**src/rtl/core/ccns_pkg.sv**
```systemverilog
`default_nettype none
package ccns_pkg;

  localparam int COORD_W = 9;
  localparam int CFG_W   = 10;
  localparam int PIX_W   = 32;
  localparam int STAT_W  = 2;
  localparam int PROD_W  = COORD_W + CFG_W;
  localparam int CNT_W   = $clog2(PROD_W);
  localparam int CFG_AW  = 4;
  localparam int CFG_DW  = 32;
  localparam int IN_DW   = 56;
  localparam int DIV3_SH = 16;

  localparam logic [15:0] DIV3_MUL = 16'd21846;

  localparam logic MODE_WRITE = 1'b0;
  localparam logic MODE_READ  = 1'b1;

  localparam logic [STAT_W-1:0] ST_OK    = 2'd0;
  localparam logic [STAT_W-1:0] ST_ZERO  = 2'd1;
  localparam logic [STAT_W-1:0] ST_RANGE = 2'd2;

  localparam logic [1:0] REG_SRC_W = 2'd0;
  localparam logic [1:0] REG_SRC_H = 2'd1;
  localparam logic [1:0] REG_TGT_W = 2'd2;
  localparam logic [1:0] REG_TGT_H = 2'd3;

  localparam logic [CFG_W-1:0] RST_SRC_W = 10'd512;
  localparam logic [CFG_W-1:0] RST_SRC_H = 10'd512;
  localparam logic [CFG_W-1:0] RST_TGT_W = 10'd128;
  localparam logic [CFG_W-1:0] RST_TGT_H = 10'd96;

  typedef struct packed {
    logic [CFG_W-1:0] src_w;
    logic [CFG_W-1:0] src_h;
    logic [CFG_W-1:0] tgt_w;
    logic [CFG_W-1:0] tgt_h;
  } cfg_t;

  typedef struct packed {
    logic mul;
    logic div_step;
    logic addr;
    logic rd;
    logic out_load;
  } cmd_t;

  typedef struct packed {
    logic err;
    logic div_last;
    logic out_busy;
  } stat_t;

  // floor(x/3), exact for 12-bit x
  function automatic logic [11:0] div3(input logic [11:0] x);
    logic [27:0] p;
    p = {16'd0, x} * {12'd0, DIV3_MUL};
    return p[DIV3_SH+11:DIV3_SH];
  endfunction

endpackage
`default_nettype wire

```
**src/rtl/core/ccns_regs.sv**
```systemverilog
`default_nettype none
module ccns_regs (
  input  wire logic                        clk,
  input  wire logic                        rst_n,
  input  wire logic                        psel,
  input  wire logic                        penable,
  input  wire logic                        pwrite,
  input  wire logic [ccns_pkg::CFG_AW-1:0] paddr,
  input  wire logic [ccns_pkg::CFG_DW-1:0] pwdata,
  output logic      [ccns_pkg::CFG_DW-1:0] prdata,
  output ccns_pkg::cfg_t                   cfg
);
  import ccns_pkg::*;

  cfg_t       cfg_r;
  logic       wr_en;
  logic [1:0] idx;

  assign idx   = paddr[3:2];
  assign wr_en = psel & penable & pwrite;
  assign cfg   = cfg_r;

  always_ff @(posedge clk) begin
    if (!rst_n) begin
      cfg_r.src_w <= RST_SRC_W;
      cfg_r.src_h <= RST_SRC_H;
      cfg_r.tgt_w <= RST_TGT_W;
      cfg_r.tgt_h <= RST_TGT_H;
    end else if (wr_en) begin
      case (idx)
        REG_SRC_W: cfg_r.src_w <= pwdata[CFG_W-1:0];
        REG_SRC_H: cfg_r.src_h <= pwdata[CFG_W-1:0];
        REG_TGT_W: cfg_r.tgt_w <= pwdata[CFG_W-1:0];
        REG_TGT_H: cfg_r.tgt_h <= pwdata[CFG_W-1:0];
        default: ;
      endcase
    end
  end

  always_comb begin
    case (idx)
      REG_SRC_W: prdata = {{(CFG_DW-CFG_W){1'b0}}, cfg_r.src_w};
      REG_SRC_H: prdata = {{(CFG_DW-CFG_W){1'b0}}, cfg_r.src_h};
      REG_TGT_W: prdata = {{(CFG_DW-CFG_W){1'b0}}, cfg_r.tgt_w};
      REG_TGT_H: prdata = {{(CFG_DW-CFG_W){1'b0}}, cfg_r.tgt_h};
      default:   prdata = '0;
    endcase
  end

endmodule
`default_nettype wire

```
**config.mk**
```make
export PLATFORM = sky130hd
export DESIGN_NAME = ccns_regs
export DESIGN_NICKNAME = d
export VERILOG_FILES = /design/src/rtl/core/ccns_pkg.sv /design/src/rtl/core/ccns_regs.sv
export SDC_FILE = /design/constraint.sdc
export NUM_CORES = 1
export LEC_CHECK = 0
export ABC_AREA = 1
export BUFFER_PORTS_ARGS = -buffer_cell sky130_fd_sc_hd__buf_4
export CAP_MARGIN = 20
export CORE_MARGIN = 2
export CORE_UTILIZATION = 48
export CTS_CLUSTER_DIAMETER = 80
export DETAILED_ROUTE_END_ITERATION = 10
export PLACE_DENSITY = 0.86
export SLEW_MARGIN = 30
export SYNTH_ARGS = -nofsm -noshare
export SYNTH_HDL_FRONTEND = slang
export SYNTH_SLANG_ARGS = --single-unit
```
**constraint.sdc**
```tcl
create_clock -name clk -period 2.13 [get_ports clk]
set_clock_uncertainty 0.1 [all_clocks]
set_input_delay 0 -clock clk [delete_from_list [all_inputs] [get_ports clk]]
set_output_delay 0 -clock clk [all_outputs]
set_load 0.03 [all_outputs]
```
==> results_dict.tcl <==
set metrics [dict create \
    dr.pass1.iters 4 \
    final_nets 422 \
    irDropWorstVdd_uv 425.2 \
    status "finished clean" \
    synthCells 308 \
    synth-edff-count 0 \
    grt_remaining_overflow 0 \
    cts_buffers 5 \
    htreeDepth 2 \
    grt_antenna_before_repair 0 \
    hold_class "in2reg" \
    via_per_inst 4.905 \
    hp-start "rst_n" \
    clk_pin_slew_ps 70 \
    max_freq_mhz 698.3 \
    clock_path_buffers 2 \
    routed_wl_mm 5.261 \
    drive_gt1_share_pct 21.73 \
    ys_types 17 \
    ant_nets 0 \
    area_growth_pct 30.17 \
    critPathSlowestCell "clkinv_1" \
    yosysMostFrequentCell "nand2_1" \
    async_flop_share_pct 0 \
    reg2reg_depth 2 \
    rsz0062_at_grt "no" \
    worstHoldPathCells 2 \
    clock-root-buffer "clkbuf_8" \
    clkLatencyLatePin_ps 280 \
    r2r_start "cfg[29]" \
    timing.final.crit_share_pct 67.23 \
    dieArea_um2 4762 \
    place_congestion 0.7527 \
    final-hold-violation-count 0 \
    row_count 23 \
    power_leakage_nw 1.258 \
    crit_required_ps 2030 \
    maxSlewViolCount 0 \
    wl_per_cell_um 12.18 \
    fp.dieW_um 69.01 \
    avgSynthCellArea_um2 6.585 \
    reg2reg_slack_ps 1390 \
    seqCellArea_um2 800.8 \
    grt_start_max_net_pins 41 \
    largest_reg_flops 40 \
    setup_viol 0 \
    crit_buf_inv 3 \
    min_period_ps 1432 \
    fin_setup_tns_ps 0 \
    crit_arrival_ps 1330 \
    slowest_delay_ps 510 \
    portBuffers 66 \
    crit_path_end_kind "output pin" \
    antenna_cells 0 \
    n_fill_cell 373 \
    clkSinkCount 40 \
    postLayoutCoreUtil_pct 65.53 \
    post-dp-hpwl_mm 3.412 \
    crit_path_start_kind "input port" \
    synth_ff_type "dfxtp_1" \
    holdPathEnd "cfg[5]" \
    crit_fanout 19 \
    cp-startpoint "paddr[2]" \
    drt_iter0_drc 203 \
    ys_ff_latch 40 \
    core_area_um2 4029 \
    initial_core_util_pct 50.34 \
    synth_area_leader_cell "dfxtp_1" \
    path_delay_family "buffers and inverters" \
    synth_common_cells "nand2_1 (88), nor2_1 (70), dfxtp_1 (40), nand3_1 (40), buf_4 (23)" \
    drv_cap 0 \
    tightest_slew_ps 627.4 \
    synth_top_area_share_pct 39.48 \
    multi_input_area_um2 1023 \
    ys_seq_area_share_pct 39.48 \
    yosys-top-cells-area "dfxtp_1 (39%), nand2_1 (16%), nor2_1 (13%)" \
    syn_area_um2 2028 \
    ys.warnings.count 0 \
    worst_slew_margin_rel_pct 57.91 \
    grt_pass1_vias 1850 \
    path_cells "buf_4 -> nand2_1 -> clkinv_1 -> nand2_1 -> nand4_1 -> buf_4" \
    cts_tree "yes" \
    path_class "in2out" \
    vias 2119 \
    grt_pass1_wl_mm 8.728 \
    drc 0 \
    track_usage_pct 22.34 \
    die_y_um 69.01 \
    io_pins 113 \
    r2r-end "cfg[29]" \
    post_cts_buffers 0 \
    power.density_nw_per_um2 605.5 \
]
worst register-to-register path: stages (launching register included):
cell	delay [ps]
dfxtp_1	340
o21ai_0	90
nand3_1	90
report_power, final:
group / internal (mW) / total, mW / switching (mW)
Clock: 0.264 / 0.512 / 0.248
Sequential: 0.764 / 0.777 / 0.0127
Combinational: 0.0953 / 0.310 / 0.214
Total: 1.12 / 1.60 / 0.475
kinds of logic (layout without fill, tap and decap cells):
kind of cell	Yosys count	count (layout)	share of synthesized area [%]
AND/OR/NAND/NOR	217	217	45.65
buffers and inverters	47	100	13.94
flip-flops	40	40	39.48
AO/OA/AOI/OAI	3	3	0.7401
other	1	22	0.1849
how the worst max path moves through the flow:
stage                endpoint  slack (ps)  cells after the start
finish              prdata[1]         700                      6
global route        prdata[7]         580                      6
CTS                 prdata[7]         770                      6
detailed placement  prdata[7]         770                      6
global placement    prdata[9]         810                      6
floorplan           prdata[0]        1160                      2
metrics by stage:
step | worst slack [ps] | total power, mW | hold WS (ps) | area, um2 | cells
2_1_floorplan | 1161 | 1.028 | 26.13 | 2107 | 329
3_3_place_gp | 814.5 | 1.082 | 123.3 | 2450 | 414
3_5_place_dp | 766.1 | 1.087 | 130.2 | 2450 | 414
4_1_cts | 770.4 | 1.600 | 7.478 | 2640 | 432
5_1_grt | 577.4 | 1.664 | 24.16 | 2640 | 432
6_report | 698.0 | 1.599 | 15.21 | 2640 | 432
layer usage:
metal | share of wire (%) | vias up | GRT usage [%]
li1 | - | 1074 | -
met1 | 39 | 938 | 30.18
met2 | 51 | 99 | 35.36
met3 | 8.2 | 8 | 5.263
met4 | 1.1 | 0 | 6.972
met5 | 0 | - | 0
area by class of cell:
type / count / area share (%)
flip-flops and latches: 40 / 30.33
repair buffers: 78 / 23.13
multi-input cells: 242 / 38.77
well taps: 50 / 2.370
inverters: 14 / 1.991
clock buffers: 8 / 3.412
placed cells by master (no fill, tap or decap):
| cell | count |
|---|---|
| dlygate4sd3_1 | 10 |
| nand3_2 | 1 |
| nand2_1 | 88 |
| clkbuf_1 | 2 |
| buf_4 | 68 |
| nand3_1 | 40 |
| clkbuf_8 | 6 |
| inv_1 | 13 |
| conb_1 | 22 |
| nand4_1 | 10 |
| dfxtp_1 | 40 |
| clkinv_1 | 1 |
| nor2_4 | 2 |
| o21ai_0 | 3 |
| nor2_2 | 6 |
| nor2_1 | 70 |
timing repair:
item | 4_1_cts | 5_1_grt
hold buffers | 10 | 0
gates resized for setup | 0 | 0
endpoints found under the hold margin | 34 | 0
(Power assumes the default switching activity.)
