$ cat config.mk
export PLATFORM = sky130hd
export DESIGN_NAME = ccns_ctrl
export DESIGN_NICKNAME = d
export VERILOG_FILES = /design/src/rtl/core/ccns_pkg.sv /design/src/rtl/core/ccns_ctrl.sv
export SDC_FILE = /design/constraint.sdc
export NUM_CORES = 1
export LEC_CHECK = 0
export CORE_AREA = 5 5 42 44
export DETAILED_ROUTE_END_ITERATION = 16
export DIE_AREA = 0 0 47 49
export DONT_BUFFER_PORTS = 1
export GPL_ROUTABILITY_DRIVEN = 0
export GPL_TIMING_DRIVEN = 0
export PLACE_DENSITY = 0.31
export SETUP_SLACK_MARGIN = 0.3
export SLEW_MARGIN = 20
export SYNTH_ARGS = -nofsm -noshare
export SYNTH_HDL_FRONTEND = slang
export SYNTH_SLANG_ARGS = --single-unit
$ cat constraint.sdc
create_clock -name clk -period 1.2 [get_ports clk]
set_input_delay 0.12 -clock clk [delete_from_list [all_inputs] [get_ports clk]]
set_output_delay 0.12 -clock clk [all_outputs]
set_load 0.03 [all_outputs]
$ cat src/rtl/core/ccns_pkg.sv
`default_nettype none
package ccns_pkg;

  localparam int COORD_W = 9;
  localparam int CFG_W   = 10;
  localparam int PIX_W   = 32;
  localparam int STAT_W  = 2;
  localparam int PROD_W  = COORD_W + CFG_W;
  localparam int CNT_W   = $clog2(PROD_W);
  localparam int CFG_AW  = 4;
  localparam int CFG_DW  = 32;
  localparam int IN_DW   = 56;
  localparam int DIV3_SH = 16;

  localparam logic [15:0] DIV3_MUL = 16'd21846;

  localparam logic MODE_WRITE = 1'b0;
  localparam logic MODE_READ  = 1'b1;

  localparam logic [STAT_W-1:0] ST_OK    = 2'd0;
  localparam logic [STAT_W-1:0] ST_ZERO  = 2'd1;
  localparam logic [STAT_W-1:0] ST_RANGE = 2'd2;

  localparam logic [1:0] REG_SRC_W = 2'd0;
  localparam logic [1:0] REG_SRC_H = 2'd1;
  localparam logic [1:0] REG_TGT_W = 2'd2;
  localparam logic [1:0] REG_TGT_H = 2'd3;

  localparam logic [CFG_W-1:0] RST_SRC_W = 10'd512;
  localparam logic [CFG_W-1:0] RST_SRC_H = 10'd512;
  localparam logic [CFG_W-1:0] RST_TGT_W = 10'd128;
  localparam logic [CFG_W-1:0] RST_TGT_H = 10'd96;

  typedef struct packed {
    logic [CFG_W-1:0] src_w;
    logic [CFG_W-1:0] src_h;
    logic [CFG_W-1:0] tgt_w;
    logic [CFG_W-1:0] tgt_h;
  } cfg_t;

  typedef struct packed {
    logic mul;
    logic div_step;
    logic addr;
    logic rd;
    logic out_load;
  } cmd_t;

  typedef struct packed {
    logic err;
    logic div_last;
    logic out_busy;
  } stat_t;

  // floor(x/3), exact for 12-bit x
  function automatic logic [11:0] div3(input logic [11:0] x);
    logic [27:0] p;
    p = {16'd0, x} * {12'd0, DIV3_MUL};
    return p[DIV3_SH+11:DIV3_SH];
  endfunction

endpackage
`default_nettype wire

$ cat src/rtl/core/ccns_ctrl.sv
`default_nettype none
module ccns_ctrl (
  input  wire logic          clk,
  input  wire logic          rst_n,
  input  wire logic          in_fire,
  input  wire logic          in_mode,
  input  ccns_pkg::stat_t    stat,
  output logic               in_ready,
  output ccns_pkg::cmd_t     cmd
);
  import ccns_pkg::*;

  localparam logic [2:0] S_IDLE = 3'd0;
  localparam logic [2:0] S_MUL  = 3'd1;
  localparam logic [2:0] S_DIV  = 3'd2;
  localparam logic [2:0] S_ADDR = 3'd3;
  localparam logic [2:0] S_RD   = 3'd4;
  localparam logic [2:0] S_DONE = 3'd5;

  logic [2:0] state_r, state_nxt;

  assign in_ready = (state_r == S_IDLE);

  always_ff @(posedge clk) begin
    if (!rst_n) begin
      state_r <= S_IDLE;
    end else begin
      state_r <= state_nxt;
    end
  end

  always_comb begin
    state_nxt = state_r;
    cmd       = '0;
    case (state_r)
      S_IDLE: begin
        if (in_fire && in_mode == MODE_READ) begin
          state_nxt = stat.err ? S_DONE : S_MUL;
        end
      end
      S_MUL: begin
        cmd.mul   = 1'b1;
        state_nxt = S_DIV;
      end
      S_DIV: begin
        cmd.div_step = 1'b1;
        if (stat.div_last) begin
          state_nxt = S_ADDR;
        end
      end
      S_ADDR: begin
        cmd.addr  = 1'b1;
        state_nxt = S_RD;
      end
      S_RD: begin
        cmd.rd    = 1'b1;
        state_nxt = S_DONE;
      end
      S_DONE: begin
        if (!stat.out_busy) begin
          cmd.out_load = 1'b1;
          state_nxt    = S_IDLE;
        end
      end
      default: state_nxt = S_IDLE;
    endcase
  end

endmodule
`default_nettype wire

==> results by group <==
Power and ir drop
  • Clock network fraction of total power: 0.318
  • PD cells: 1290 nW/um^2
  • Maximum VDD drop: 0.724 mV
  • Reg power frac: 0.223
  • Pint: 367 uW
  • Total power: 551 uW
  • Gate power share: 0.459
  • Sw Ratio: 0.335
  • Total net switching power: 184 uW
  • Pleak: between 0.15 and 0.2 nW

Critical path
  • Slowest-stage cell, CP: nor3b_4
  • CP cell instances: clkbuf_16 -> nor3b_4
  • Setup CP Type: flop to output port
  • Reg-to-reg slack, setup: -10 ps
  • Setup crit start kind: flop
  • Crit Reg-Reg Startpoint: state_r[1]
  • FF-to-FF End: state_r[0]
  • Crit end category: output port
  • Worst EP required: 1080 ps
  • Worst path bufs/invs: 1
  • R2r worst-path depth: 4
  • Worst Path Arrival: 1090 ps
  • Critical Path Max Stage Delay: 360 ps
  • Worst-path fanout max: 5
  • CP top delay family: simple AND/OR/NAND/NOR gates

CTS
  • CTS tree: done
  • Root buf cell: clkbuf_4
  • Maximum clock path buffer count: 2
  • Num CTS Buffers: 3
  • Worst-Skew Late Latency: 230 ps
  • H-tree levels: 1
  • Clk sinks: 3
  • CTS clk-pin slew, worst paths: 40 ps

Synthesis
  • Ys Warns: 0
  • Mapped Cells: 22
  • Sequential share of the synthesized area: 0.274
  • Synth unique cells: 16
  • Mapped Nets: 29
  • Post-synthesis cell area: approximately 220 um^2
  • Synthesized area per cell: around 10 um^2
  • Seq cells post-synth: 3

Global route
  • First-pass GRT wire length: approximately 910 um
  • GR Util All Layers: 0.0584
  • Largest net degree at the start of global routing: 11
  • Total global routing overflow: 0
  • Met2 Track Usage GR: 0.0769
  • Initial antenna violation count: 0
  • Met1 usage: 0.0678
  • GR Util met3: 0.0443
  • GRT Max-Usage Layer: met2
  • Number of global-route vias before repair: 215

Drt
  • Vias per cell: 4.42
  • WL/cell: 13.4 um
  • Residual DRC: 0
  • Drt initial violations: 4
  • Antenna-violating nets left: 0
  • Via count: 212
  • Drt pass-1 iters: 2
  • DRT Wirelength: between 600 and 700 um

Hold path
  • Hold Path Origin: rst_n
  • HP Class: input port to flop
  • Hold Path Stages: 1
  • End of the worst hold path: state_r[1]

Layout
  • Number of diodes: 0
  • Filler cell count: 161
  • Area Growth Syn to Fin: 95.4%
  • Max reg flops: 3
  • Top Registers: state_r x3
  • Final #Nets: 40
  • Share of layout cells above drive strength 1: 0.750
  • Biggest register: state_r
  • Non-filler cells, final: 48
  • Final core utilization: 0.305

Timing
  • Achievable Freq: 0.824 GHz
  • Min Tclk post-route: 1210 ps
  • Final Hold Violating Endpoints: 0
  • RSZ-0062 raised after global routing: true
  • Setup TNS: -38.2 ps
  • Setup slack after layout: -13.8 ps
  • Setup Skew: 1.85 ps
  • Final setup viols: 4
  • Tcrit/Tclk final: 1.01
  • Slew HR: 0.725
  • Pins Over Slew Limit: 0
  • Least-Margin Pin Slew: 412 ps

Floorplanning
  • Die H: 49 um
  • Core box area: 1400 um^2
  • Rows: 14
  • Die area: 2300 um^2
  • Initial core utilization: 0.156
  • Io pins: 13
  • Die width: 47 um

Placement
  • PortBufs: 0
  • Placed cells: 38
  • Post-place setup slack: -2.49 ps

Outcome
  • Outcome: complete, but fails checks
  • Failing checks: negative setup slack

Flow run
  • Max-cap violation count: 0
-- logic make-up after synthesis --
group | share of synthesized area
simple gates | 0.377
compound gates | 0.200
flops | 0.274
buf+inv | 0.109
xor+xnor | 0.0400
-- how the worst max path moves through the flow --
stage	start	to	slack (ps)	depth (start not counted)
finish	state_r[1]	cmd[1]	-10	2
global route	state_r[1]	state_r[0]	-60	4
CTS	state_r[1]	cmd[3]	-40	2
detailed placement	state_r[1]	state_r[0]	-2	4
global placement	state_r[1]	state_r[0]	-10	4
floorplan	state_r[1]	state_r[0]	70	4
-- synth_stat cells, drive strengths merged --
master / instances / area, um^2
nor3b: 4 / 35.0
buf: 3 / 23.8
dfxtp: 3 / 60.1
nor3: 2 / 10.0
o21a: 2 / 15.0
a2111oi: 1 / 15.0
a21oi: 1 / 5.00
and3b: 1 / 10.0
and4bb: 1 / 12.5
nand2: 1 / 11.3
nor2: 1 / 3.75
o2bb2ai: 1 / 8.76
xnor2: 1 / 8.76
-- routing by layer --
| metal | up-vias | wire length [um] |
|---|---|---|
| met5 | - | 0 |
| met1 | 100 | 260 |
| met2 | 13 | 328 |
| met3 | 0 | 52 |
| li1 | 99 | - |
| met4 | 0 | 0 |
-- power by group through the flow --
stage / Sequential [mW] / Combinational (mW) / Clock (mW)
final: 0.123 / 0.253 / 0.175
after detailed placement: 0.118 / 0.161 / 0
after CTS: 0.119 / 0.199 / 0.184
after global placement: 0.117 / 0.160 / 0
after floorplan: 0.117 / 0.145 / 0
after global routing: 0.124 / 0.269 / 0.202
-- cell usage in the layout, fill, tap and decap left out, types with 2 or more instances in the layout --
cell type and instances:
o21a_1 2, nor3b_4 3, clkbuf_4 3, buf_4 4
-- through the flow --
stage                     area, um^2  hold WS, ps
after global placement           272          246
after CTS                        344         2.72
final                            428         39.1
after global routing             428         21.6
after detailed placement         272          247
after floorplan                  251          237
-- timing repair --
action	4_1_cts	5_1_grt
buffers inserted	2	2
gates cloned	0	1
hold buffers	0	1
endpoints found under the setup margin	8	9
hold endpoints to repair	0	2
gates resized for setup	7	6
pin swaps	0	2
-- worst register-to-register path: cells and delay by family, from the launching register on --
family                 cells  cell delay [ps]
and+or+nand+nor            1              390
DFF                        1              360
AOI/OAI and AO/OA          2              300
buffers and inverters      1              110
-- layout make-up --
type                    instances  area [um^2]  share of cell area
clock buffers                   4         26.3              0.0614
flip-flops and latches          3         65.1               0.152
multi-input cells              16          205               0.480
well taps                      16         20.0              0.0468
plain buffers                   3         46.3               0.108
repair buffers                  6         65.1               0.152
Note: power is estimated with default switching activity, not from simulation.
